**src/design/sha1_pkg.sv**
```systemverilog
// Shared types, constants and helpers for the SHA-1 byte-stream hasher.
// Depends on nothing; every other design file uses it by scoped names.
package sha1_pkg;

  localparam int unsigned NumWords   = 5;
  localparam int unsigned NumRounds  = 80;
  localparam int unsigned BlockBytes = 64;
  localparam int unsigned LenPos     = 56;

  typedef logic [31:0] sha1_word_t;
  typedef logic [7:0]  sha1_byte_t;

  localparam sha1_byte_t PadMark = 8'h80;

  // Initial chaining values, index 0 is the most significant digest word.
  localparam sha1_word_t [NumWords-1:0] InitWords = {
    32'hC3D2E1F0, 32'h10325476, 32'h98BADCFE, 32'hEFCDAB89, 32'h67452301
  };

  // Round constants, one for each group of twenty rounds.
  localparam sha1_word_t [3:0] RoundConst = {
    32'hCA62C1D6, 32'h8F1BBCDC, 32'h6ED9EBA1, 32'h5A827999
  };

  // Round group codes.
  localparam logic [1:0] PhaseChoose = 2'd0;
  localparam logic [1:0] PhaseParA   = 2'd1;
  localparam logic [1:0] PhaseMaj    = 2'd2;
  localparam logic [1:0] PhaseParB   = 2'd3;

  typedef struct packed {
    logic [7:0] data_byte;
    logic       last_byte;
  } sha1_in_t;

  typedef struct packed {
    logic [31:0] digest_word;
    logic [2:0]  word_index;
    logic        last_word;
    logic        too_long;
  } sha1_out_t;

  typedef enum logic [2:0] {
    S_IDLE,
    S_PAD,
    S_COMP,
    S_FIN,
    S_OUT
  } sha1_state_t;

  // Control from the sequencer to the datapath.
  typedef struct packed {
    logic       load_byte;
    sha1_byte_t byte_val;
    logic       do_round;
    logic [1:0] phase;
    logic       fin;
    logic       reinit;
  } sha1_ctrl_t;

endpackage

```
**src/design/sha1_window.sv**
```systemverilog
// Block buffer and message schedule: a 16-word shift line.
// Depends on sha1_pkg for the control struct and word types.
module sha1_window (
  input  logic                 clk,
  input  sha1_pkg::sha1_ctrl_t ctrl,
  output sha1_pkg::sha1_word_t w_cur
);

  logic [511:0]         win_r;
  logic [511:0]         win_nxt;
  sha1_pkg::sha1_word_t w_new;

  // The oldest word of the window is the word used by the current round.
  assign w_cur = win_r[511:480];

  // Next schedule word from taps t, t+2, t+8 and t+13, rotated left by one.
  always_comb begin
    w_new = win_r[511:480] ^ win_r[447:416] ^ win_r[255:224] ^ win_r[95:64];
    w_new = {w_new[30:0], w_new[31]};
  end

  // Bytes shift in at the bottom; rounds shift out one word at a time.
  always_comb begin
    win_nxt = win_r;
    if (ctrl.load_byte) begin
      win_nxt = {win_r[503:0], ctrl.byte_val};
    end else if (ctrl.do_round) begin
      win_nxt = {win_r[479:0], w_new};
    end
  end

  always_ff @(posedge clk) begin
    win_r <= win_nxt;
  end

endmodule

```
**src/design/sha1_core.sv**
```systemverilog
// Shared SHA-1 round unit with the working variables and chaining words.
// Depends on sha1_pkg for constants, word types and the control struct.
module sha1_core (
  input  logic                                          clk,
  input  logic                                          rst_n,
  input  sha1_pkg::sha1_ctrl_t                          ctrl,
  input  sha1_pkg::sha1_word_t                          w_cur,
  output sha1_pkg::sha1_word_t [sha1_pkg::NumWords-1:0] chain
);

  sha1_pkg::sha1_word_t [sha1_pkg::NumWords-1:0] chain_r;
  sha1_pkg::sha1_word_t [sha1_pkg::NumWords-1:0] chain_nxt;
  sha1_pkg::sha1_word_t [sha1_pkg::NumWords-1:0] var_r;
  sha1_pkg::sha1_word_t [sha1_pkg::NumWords-1:0] var_nxt;
  sha1_pkg::sha1_word_t                          f_val;
  sha1_pkg::sha1_word_t                          tmp;

  assign chain = chain_r;

  // Round function selected by the round group.
  always_comb begin
    case (ctrl.phase)
      sha1_pkg::PhaseChoose: f_val = (var_r[1] & var_r[2]) | (~var_r[1] & var_r[3]);
      sha1_pkg::PhaseMaj:    f_val = (var_r[1] & var_r[2]) | (var_r[1] & var_r[3])
                                   | (var_r[2] & var_r[3]);
      default:               f_val = var_r[1] ^ var_r[2] ^ var_r[3];
    endcase
    tmp = {var_r[0][26:0], var_r[0][31:27]} + f_val + var_r[4] + w_cur
        + sha1_pkg::RoundConst[ctrl.phase];
  end

  // One round a cycle; the closing add folds the variables into the chain.
  always_comb begin
    chain_nxt = chain_r;
    var_nxt   = var_r;
    if (ctrl.reinit) begin
      chain_nxt = sha1_pkg::InitWords;
      var_nxt   = sha1_pkg::InitWords;
    end else if (ctrl.fin) begin
      for (int i = 0; i < sha1_pkg::NumWords; i++) begin
        chain_nxt[i] = chain_r[i] + var_r[i];
      end
      var_nxt = chain_nxt;
    end else if (ctrl.do_round) begin
      var_nxt[4] = var_r[3];
      var_nxt[3] = var_r[2];
      var_nxt[2] = {var_r[1][1:0], var_r[1][31:2]};
      var_nxt[1] = var_r[0];
      var_nxt[0] = tmp;
    end
  end

  always_ff @(posedge clk) begin
    if (!rst_n) begin
      chain_r <= sha1_pkg::InitWords;
      var_r   <= sha1_pkg::InitWords;
    end else begin
      chain_r <= chain_nxt;
      var_r   <= var_nxt;
    end
  end

endmodule

```
**src/design/sha1_byte_stream_hasher.sv**
```systemverilog
// Bytes are accepted only while the sequencer is idle; a byte that fills a block then
// holds the input off for 80 rounds on the single round unit and one chaining add.
// After the last byte, padding enters one byte a cycle to the block end, then one or two
// compressions, then five words, one a cycle while out_stall is low. Synchronous reset
// (rst_n low) restores the initial chaining words and clears length, position and
// overflow flag, as happens after each digest.
module sha1_byte_stream_hasher (
  input  logic                clk,
  input  logic                rst_n,
  input  logic                in_valid,
  output logic                in_stall,
  input  sha1_pkg::sha1_in_t  in_data,
  output logic                out_valid,
  input  logic                out_stall,
  output sha1_pkg::sha1_out_t out_data
);

  sha1_pkg::sha1_state_t state_r;
  sha1_pkg::sha1_state_t state_nxt;
  logic [5:0]            pos_r;
  logic [5:0]            pos_nxt;
  logic [63:0]           len_r;
  logic [63:0]           len_nxt;
  logic                  ovf_r;
  logic                  ovf_nxt;
  logic                  pad_r;
  logic                  pad_nxt;
  logic                  mark_r;
  logic                  mark_nxt;
  logic                  fin_blk_r;
  logic                  fin_blk_nxt;
  logic [6:0]            rnd_r;
  logic [6:0]            rnd_nxt;
  logic [2:0]            idx_r;
  logic [2:0]            idx_nxt;
  logic                  in_acc;
  logic                  out_acc;
  logic [7:0]            pad_byte;
  sha1_pkg::sha1_ctrl_t  ctrl;
  sha1_pkg::sha1_word_t  w_cur;
  sha1_pkg::sha1_word_t [sha1_pkg::NumWords-1:0] chain;

  localparam logic [6:0] LastRound = 7'(sha1_pkg::NumRounds - 1);
  localparam logic [5:0] LastPos   = 6'(sha1_pkg::BlockBytes - 1);
  localparam logic [5:0] LenStart  = 6'(sha1_pkg::LenPos);
  localparam logic [2:0] LastIdx   = 3'(sha1_pkg::NumWords - 1);

  sha1_window u_window (
    .clk   (clk),
    .ctrl  (ctrl),
    .w_cur (w_cur)
  );

  sha1_core u_core (
    .clk   (clk),
    .rst_n (rst_n),
    .ctrl  (ctrl),
    .w_cur (w_cur),
    .chain (chain)
  );

  // Next state of the sequencer.
  always_comb begin
    state_nxt = state_r;
    unique case (state_r)
      sha1_pkg::S_IDLE: begin
        if (in_acc) begin
          if (pos_r == LastPos) begin
            state_nxt = sha1_pkg::S_COMP;
          end else if (in_data.last_byte) begin
            state_nxt = sha1_pkg::S_PAD;
          end
        end
      end
      sha1_pkg::S_PAD: begin
        if (pos_r == LastPos) begin
          state_nxt = sha1_pkg::S_COMP;
        end
      end
      sha1_pkg::S_COMP: begin
        if (rnd_r == LastRound) begin
          state_nxt = sha1_pkg::S_FIN;
        end
      end
      sha1_pkg::S_FIN: begin
        if (pad_r && fin_blk_r) begin
          state_nxt = sha1_pkg::S_OUT;
        end else if (pad_r) begin
          state_nxt = sha1_pkg::S_PAD;
        end else begin
          state_nxt = sha1_pkg::S_IDLE;
        end
      end
      sha1_pkg::S_OUT: begin
        if (out_acc && idx_r == LastIdx) begin
          state_nxt = sha1_pkg::S_IDLE;
        end
      end
      default: state_nxt = sha1_pkg::S_IDLE;
    endcase
  end

  // Padding byte: the marker first, then zeros, then the big-endian length.
  always_comb begin
    if (!mark_r) begin
      pad_byte = sha1_pkg::PadMark;
    end else if (fin_blk_r && pos_r >= LenStart) begin
      pad_byte = len_r[{~pos_r[2:0], 3'b000} +: 8];
    end else begin
      pad_byte = 8'h00;
    end
  end

  // Handshake and datapath control decoded from the state.
  always_comb begin
    in_stall      = (state_r != sha1_pkg::S_IDLE);
    out_valid     = (state_r == sha1_pkg::S_OUT);
    in_acc        = in_valid && !in_stall;
    out_acc       = out_valid && !out_stall;
    ctrl.load_byte = in_acc || (state_r == sha1_pkg::S_PAD);
    ctrl.byte_val  = in_acc ? in_data.data_byte : pad_byte;
    ctrl.do_round  = (state_r == sha1_pkg::S_COMP);
    ctrl.fin       = (state_r == sha1_pkg::S_FIN);
    ctrl.reinit    = out_acc && (idx_r == LastIdx);
    if (rnd_r < 7'd20) begin
      ctrl.phase = sha1_pkg::PhaseChoose;
    end else if (rnd_r < 7'd40) begin
      ctrl.phase = sha1_pkg::PhaseParA;
    end else if (rnd_r < 7'd60) begin
      ctrl.phase = sha1_pkg::PhaseMaj;
    end else begin
      ctrl.phase = sha1_pkg::PhaseParB;
    end
  end

  // Result word, taken straight from the chaining registers.
  always_comb begin
    out_data.digest_word = chain[idx_r];
    out_data.word_index  = idx_r;
    out_data.last_word   = (idx_r == LastIdx);
    out_data.too_long    = ovf_r;
  end

  // Message bookkeeping: position, bit length and padding progress.
  always_comb begin
    pos_nxt     = pos_r;
    len_nxt     = len_r;
    ovf_nxt     = ovf_r;
    pad_nxt     = pad_r;
    mark_nxt    = mark_r;
    fin_blk_nxt = fin_blk_r;
    rnd_nxt     = ctrl.do_round ? rnd_r + 7'd1 : 7'd0;
    idx_nxt     = out_acc ? idx_r + 3'd1 : idx_r;
    if (ctrl.load_byte) begin
      pos_nxt = pos_r + 6'd1;
    end
    if (in_acc) begin
      len_nxt = len_r + 64'd8;
      if (len_nxt == 64'd0) begin
        ovf_nxt = 1'b1;
      end
      if (in_data.last_byte) begin
        pad_nxt = 1'b1;
      end
    end
    // The marker decides whether the length still fits in this block.
    if (state_r == sha1_pkg::S_PAD && !mark_r) begin
      mark_nxt    = 1'b1;
      fin_blk_nxt = (pos_r < LenStart);
    end
    // After an extra padding block the next block carries the length.
    if (ctrl.fin && pad_r) begin
      fin_blk_nxt = fin_blk_r | mark_r;
    end
    if (ctrl.reinit) begin
      pos_nxt     = 6'd0;
      len_nxt     = 64'd0;
      ovf_nxt     = 1'b0;
      pad_nxt     = 1'b0;
      mark_nxt    = 1'b0;
      fin_blk_nxt = 1'b0;
      idx_nxt     = 3'd0;
    end
  end

  always_ff @(posedge clk) begin
    if (!rst_n) begin
      state_r   <= sha1_pkg::S_IDLE;
      pos_r     <= 6'd0;
      len_r     <= 64'd0;
      ovf_r     <= 1'b0;
      pad_r     <= 1'b0;
      mark_r    <= 1'b0;
      fin_blk_r <= 1'b0;
      rnd_r     <= 7'd0;
      idx_r     <= 3'd0;
    end else begin
      state_r   <= state_nxt;
      pos_r     <= pos_nxt;
      len_r     <= len_nxt;
      ovf_r     <= ovf_nxt;
      pad_r     <= pad_nxt;
      mark_r    <= mark_nxt;
      fin_blk_r <= fin_blk_nxt;
      rnd_r     <= rnd_nxt;
      idx_r     <= idx_nxt;
    end
  end

  // A byte that fills the block starts the rounds at once.
  assert property (@(posedge clk) disable iff (!rst_n)
    (in_acc && pos_r == LastPos) |=> (state_r == sha1_pkg::S_COMP && rnd_r == 7'd0))
    else $error("full block did not start compression");

  // Delivering the final word returns the message state to its reset values.
  assert property (@(posedge clk) disable iff (!rst_n)
    (out_acc && out_data.last_word) |=> (pos_r == 6'd0 && len_r == 64'd0 && !ovf_r
                                         && !pad_r && state_r == sha1_pkg::S_IDLE))
    else $error("state not cleared after digest");

  // Padding and digest output only follow a last byte.
  assert property (@(posedge clk) disable iff (!rst_n)
    (state_r == sha1_pkg::S_PAD || state_r == sha1_pkg::S_OUT) |-> pad_r)
    else $error("padding or output without a last byte");

  // The digest is only shown once the length has gone into the final block.
  assert property (@(posedge clk) disable iff (!rst_n)
    out_valid |-> (mark_r && fin_blk_r && pos_r == 6'd0))
    else $error("digest shown before the final block");

endmodule
```
**config.mk**
```make
export PLATFORM = sky130hd
export DESIGN_NAME = sha1_byte_stream_hasher
export DESIGN_NICKNAME = d
export VERILOG_FILES = /design/src/design/sha1_pkg.sv /design/src/design/sha1_window.sv /design/src/design/sha1_core.sv /design/src/design/sha1_byte_stream_hasher.sv
export SDC_FILE = /design/constraint.sdc
export NUM_CORES = 2
export LEC_CHECK = 0
export ABC_AREA = 1
export BUFFER_PORTS_ARGS = -buffer_cell sky130_fd_sc_hd__buf_2
export CELL_PAD_IN_SITES_DETAIL_PLACEMENT = 1
export CELL_PAD_IN_SITES_GLOBAL_PLACEMENT = 1
export CORE_MARGIN = 5
export CORE_UTILIZATION = 49
export DETAILED_ROUTE_END_ITERATION = 8
export MAX_ROUTING_LAYER = met4
export PLACE_DENSITY_LB_ADDON = 0.25
export SKIP_LAST_GASP = 1
export SYNTH_ARGS = -nofsm -noshare
export SYNTH_HDL_FRONTEND = slang
export SYNTH_SLANG_ARGS = --single-unit
```
**constraint.sdc**
```tcl
create_clock -name clk -period 17.25 [get_ports clk]
set_input_delay 1.725 -clock clk [delete_from_list [all_inputs] [get_ports clk]]
set_output_delay 1.725 -clock clk [all_outputs]
set_load 0.01 [all_outputs]
```
==> flow_metrics.env <==
export IMPL_status="finished clean"
export IMPL_ys_seq_area_share_pct=42.0
export IMPL_fin_total_pwr_mw=14.1
export IMPL_ant_nets=0
export IMPL_ctsHoldBuffers=0
export IMPL_synth_edf_count=512
export IMPL_finalSetupTns_ns=0
export IMPL_root_buffer="clkbuf_16"
export IMPL_port_buffer_count=51
export IMPL_synth_cell_area_sq_mm=0.0559
export IMPL_clock_sinks=916
export IMPL_htreeDepth=3
export IMPL_cp_arrival_ns=7.50
export IMPL_worstMarginPinSlew_ns=1.19
export IMPL_path_buf_inv=5
export IMPL_die_h_um=348
export IMPL_crit_required_ns=17.84
export IMPL_first_pass_iters=5
export IMPL_post_synth_top_area_cell="edfxtp_1"
export IMPL_layout_common_cells="nand2_1 (1644), o21ai_0 (985), inv_1 (927), a21oi_1 (735), edfxtp_1 (512)"
export IMPL_drc_errors=0
export IMPL_drt_wl_total_um=220000
export IMPL_grt_max_degree=204
export IMPL_ff2ff_path_depth=27
export IMPL_fillers=13800
export IMPL_irDropWorstVdd_v=0.000186
export IMPL_cts_tree="built"
export IMPL_fin_nets=7410
export IMPL_synth_seq_cells=916
export IMPL_core_area_sq_mm=0.113
export IMPL_finalSetupViolCount=0
export IMPL_clkPwrFrac_pct=16.6
export IMPL_drt_iter0_drc=4816
export IMPL_hold_depth=2
export IMPL_fin_hold_ws_ns=0.462
export IMPL_clock_path_buffers=3
export IMPL_seq_power_share_pct=31.3
export IMPL_vias_per_cell=6.00
export IMPL_switching_share_pct=48.2
export IMPL_cpPeakStageDelay_ns=0.61
export IMPL_dp_hpwl_um=165000
export IMPL_timing_fmax_mhz=145
export IMPL_post_route_min_period_ns=6.91
export IMPL_synthesis_nets=7511
export IMPL_rsz0062_at_grt="false"
export IMPL_min_period_over_period_pct=40.0
export IMPL_detailroute_via_count=52000
export IMPL_crit_top_cell="nand2_1"
export IMPL_synth_top_cell_area_share_pct=27.5
export IMPL_hold_viol=0
export IMPL_grt_pass1_wl_um=327000
export IMPL_yosys_warnings=0
export IMPL_fp_row_count=123
export IMPL_syn_area_per_cell_sq_um=7.79
export IMPL_cp_top_family="simple AND/OR/NAND/NOR gates"
export IMPL_path_class="reg2reg"
export IMPL_crit_fanout=30
export IMPL_critical_path_depth=27
export IMPL_ys_types=54
export IMPL_antenna_found_initial=2
export IMPL_grt_overflow=0
export IMPL_clk_latency_ns=0.74
export IMPL_dieWidth_um=348
export IMPL_cp_end_kind="flip-flop"
export IMPL_fin_skew_ns=0.0537
export IMPL_start_util_pct=49.5
export IMPL_power_frac_comb_pct=52.0
export IMPL_cts_buffers=106
export IMPL_maxSlewViolCount=0
export IMPL_hp_class="reg2reg"
export IMPL_die_area_sq_mm=0.121
export IMPL_track_usage_pct=36.2
export IMPL_synthFlopType="edfxtp_1"
export IMPL_cts_repair_resized=0
export IMPL_wl_per_cell_um=25.4
export IMPL_post_cts_setup_buffer_count=0
export IMPL_async_flop_share_pct=0
export IMPL_internal_power_mw=7.32
export IMPL_grt_pass1_vias=53200
export IMPL_synth_area_leaders="edfxtp_1 (28%), dfxtp_1 (14%), nand2_1 (11%)"
export IMPL_gp_congestion=1.03
export IMPL_max_cap_violations=0
export IMPL_slew_headroom_pct=20.3
export IMPL_boundaryPins=52
export IMPL_power_leakage_nw=25.4
export IMPL_drive_gt1_share_pct=5.01
export IMPL_crit_slowest_cell="nand3_1"
export IMPL_cts_clk_slew_worst_paths_ns=0.06
export IMPL_synthToLayoutAreaGrowth_pct=8.93
export IMPL_p_per_area_mw_per_mm2=232
export IMPL_mostFrequentLayoutCell="nand2_1"
export IMPL_switchingPower_mw=6.82
export IMPL_start_kind="flip-flop"
export IMPL_synthCells=7175
==> stage by stage <==
step	instances	instance area, sq um	setup WS, ns	utilization, %
global route	8664	60900	10.00	54.0
detailed placement	8466	57200	10.56	50.7
finish	8666	60900	10.34	54.0
global placement	8466	57200	10.77	50.7
CTS	8664	60900	10.45	54.0
floorplan	7175	55900	2.69	-
==> layout make-up <==
cell class                      instances  area, sq um  area share (%)
Tap cell                             1500         1880            3.08
Antenna cell                            2         5.00         0.00822
Multi-Input combinational cell       5006        27700            45.5
Clock buffer                          140         2910            4.78
Timing Repair Buffer                   97          626            1.03
Inverter                              947         3580            5.89
Sequential cell                       916        23500            38.6
Clock inverter                         58          726            1.19
==> cells by family (layout without fill, tap and decap cells) <==
logic type / Yosys count / after routing / share of synthesized area, %
AOI/OAI and AO/OA: 2028 / 2028 / 19.6
other: 0 / 2 / 0
muxes: 1 / 1 / 0.0179
DFF: 916 / 916 / 42.0
buffers and inverters: 1253 / 1242 / 8.56
adders and majority gates: 323 / 323 / 8.91
xor gates and xnor gates: 147 / 147 / 2.32
and+or+nand+nor: 2507 / 2507 / 18.6
==> path summary, 6_finish.rpt <==
kind	from	end	slack, ns
max	rnd_r[4]	u_core.var_r[30]	10.34
min	pad_r	pad_r	0.46
min reg2reg	pad_r	pad_r	0.46
max reg2reg	rnd_r[4]	u_core.var_r[30]	10.34
==> cells in the mapped netlist (3+ instances only) <==
cell / n
a21o_1: 24
a221o_1: 12
a21boi_1: 3
dfxtp_1: 404
nand3b_1: 12
ha_1: 198
o21a_1: 20
a21boi_0: 15
edfxtp_1: 512
o22ai_1: 11
nor2_2: 15
or2_2: 12
nand4_1: 76
buf_2: 62
nand2_2: 18
nor2_1: 369
nor3_1: 43
buf_1: 20
xor2_1: 38
nor4_1: 7
inv_1: 930
and3_1: 8
clkbuf_1: 223
o211ai_1: 107
o221ai_1: 30
a31oi_1: 26
a211oi_1: 8
a221oi_1: 14
o21ai_0: 985
fa_1: 125
inv_2: 14
nor3b_1: 3
nand3_1: 273
nand2_1: 1646
clkinv_1: 3
a21oi_1: 735
o21ai_1: 6
xnor2_1: 108
o21bai_1: 23
nor2_4: 18
==> worst register-to-register path: cells and delay by family (launching register included) <==
kind | cells | cell delay (ns)
fa+ha+maj | 4 | 1.88
buf+inv | 5 | 0.91
simple gates | 14 | 2.49
compound gates | 4 | 1.12
flops | 1 | 0.35
==> state kept, by name (all words and copies together) (netlist names) <==
name and flops:
len_r 61, ovf_r 1, idx_r 3, mark_r 1, fin_blk_r 1, u_window.win_r 512
pos_r 6, pad_r 1, rnd_r 7, state_r 3, u_core.chain 160, u_core.var_r 160
==> per-layer routing <==
| metal | global-route usage, % | share of wire, % | routed length (um) |
|---|---|---|---|
| met1 | 45.8 | 41 | 90900 |
| met2 | 58.6 | 47 | 103000 |
| met4 | 17.1 | 5.7 | 12600 |
| met5 | - | 0 | 0 |
| met3 | 4.09 | 5.9 | 12900 |
==> power by group through the flow <==
| stage | Combinational, mW | Sequential, mW | Clock, mW |
|---|---|---|---|
| CTS | 7.28 | 4.41 | 2.38 |
| finish | 7.36 | 4.43 | 2.35 |
| detailed placement | 7.16 | 4.42 | 0 |
| global route | 8.14 | 4.49 | 2.48 |
| floorplan | 5.01 | 4.46 | 0 |
| global placement | 6.93 | 4.37 | 0 |
Power figures use the tool's default switching activity.
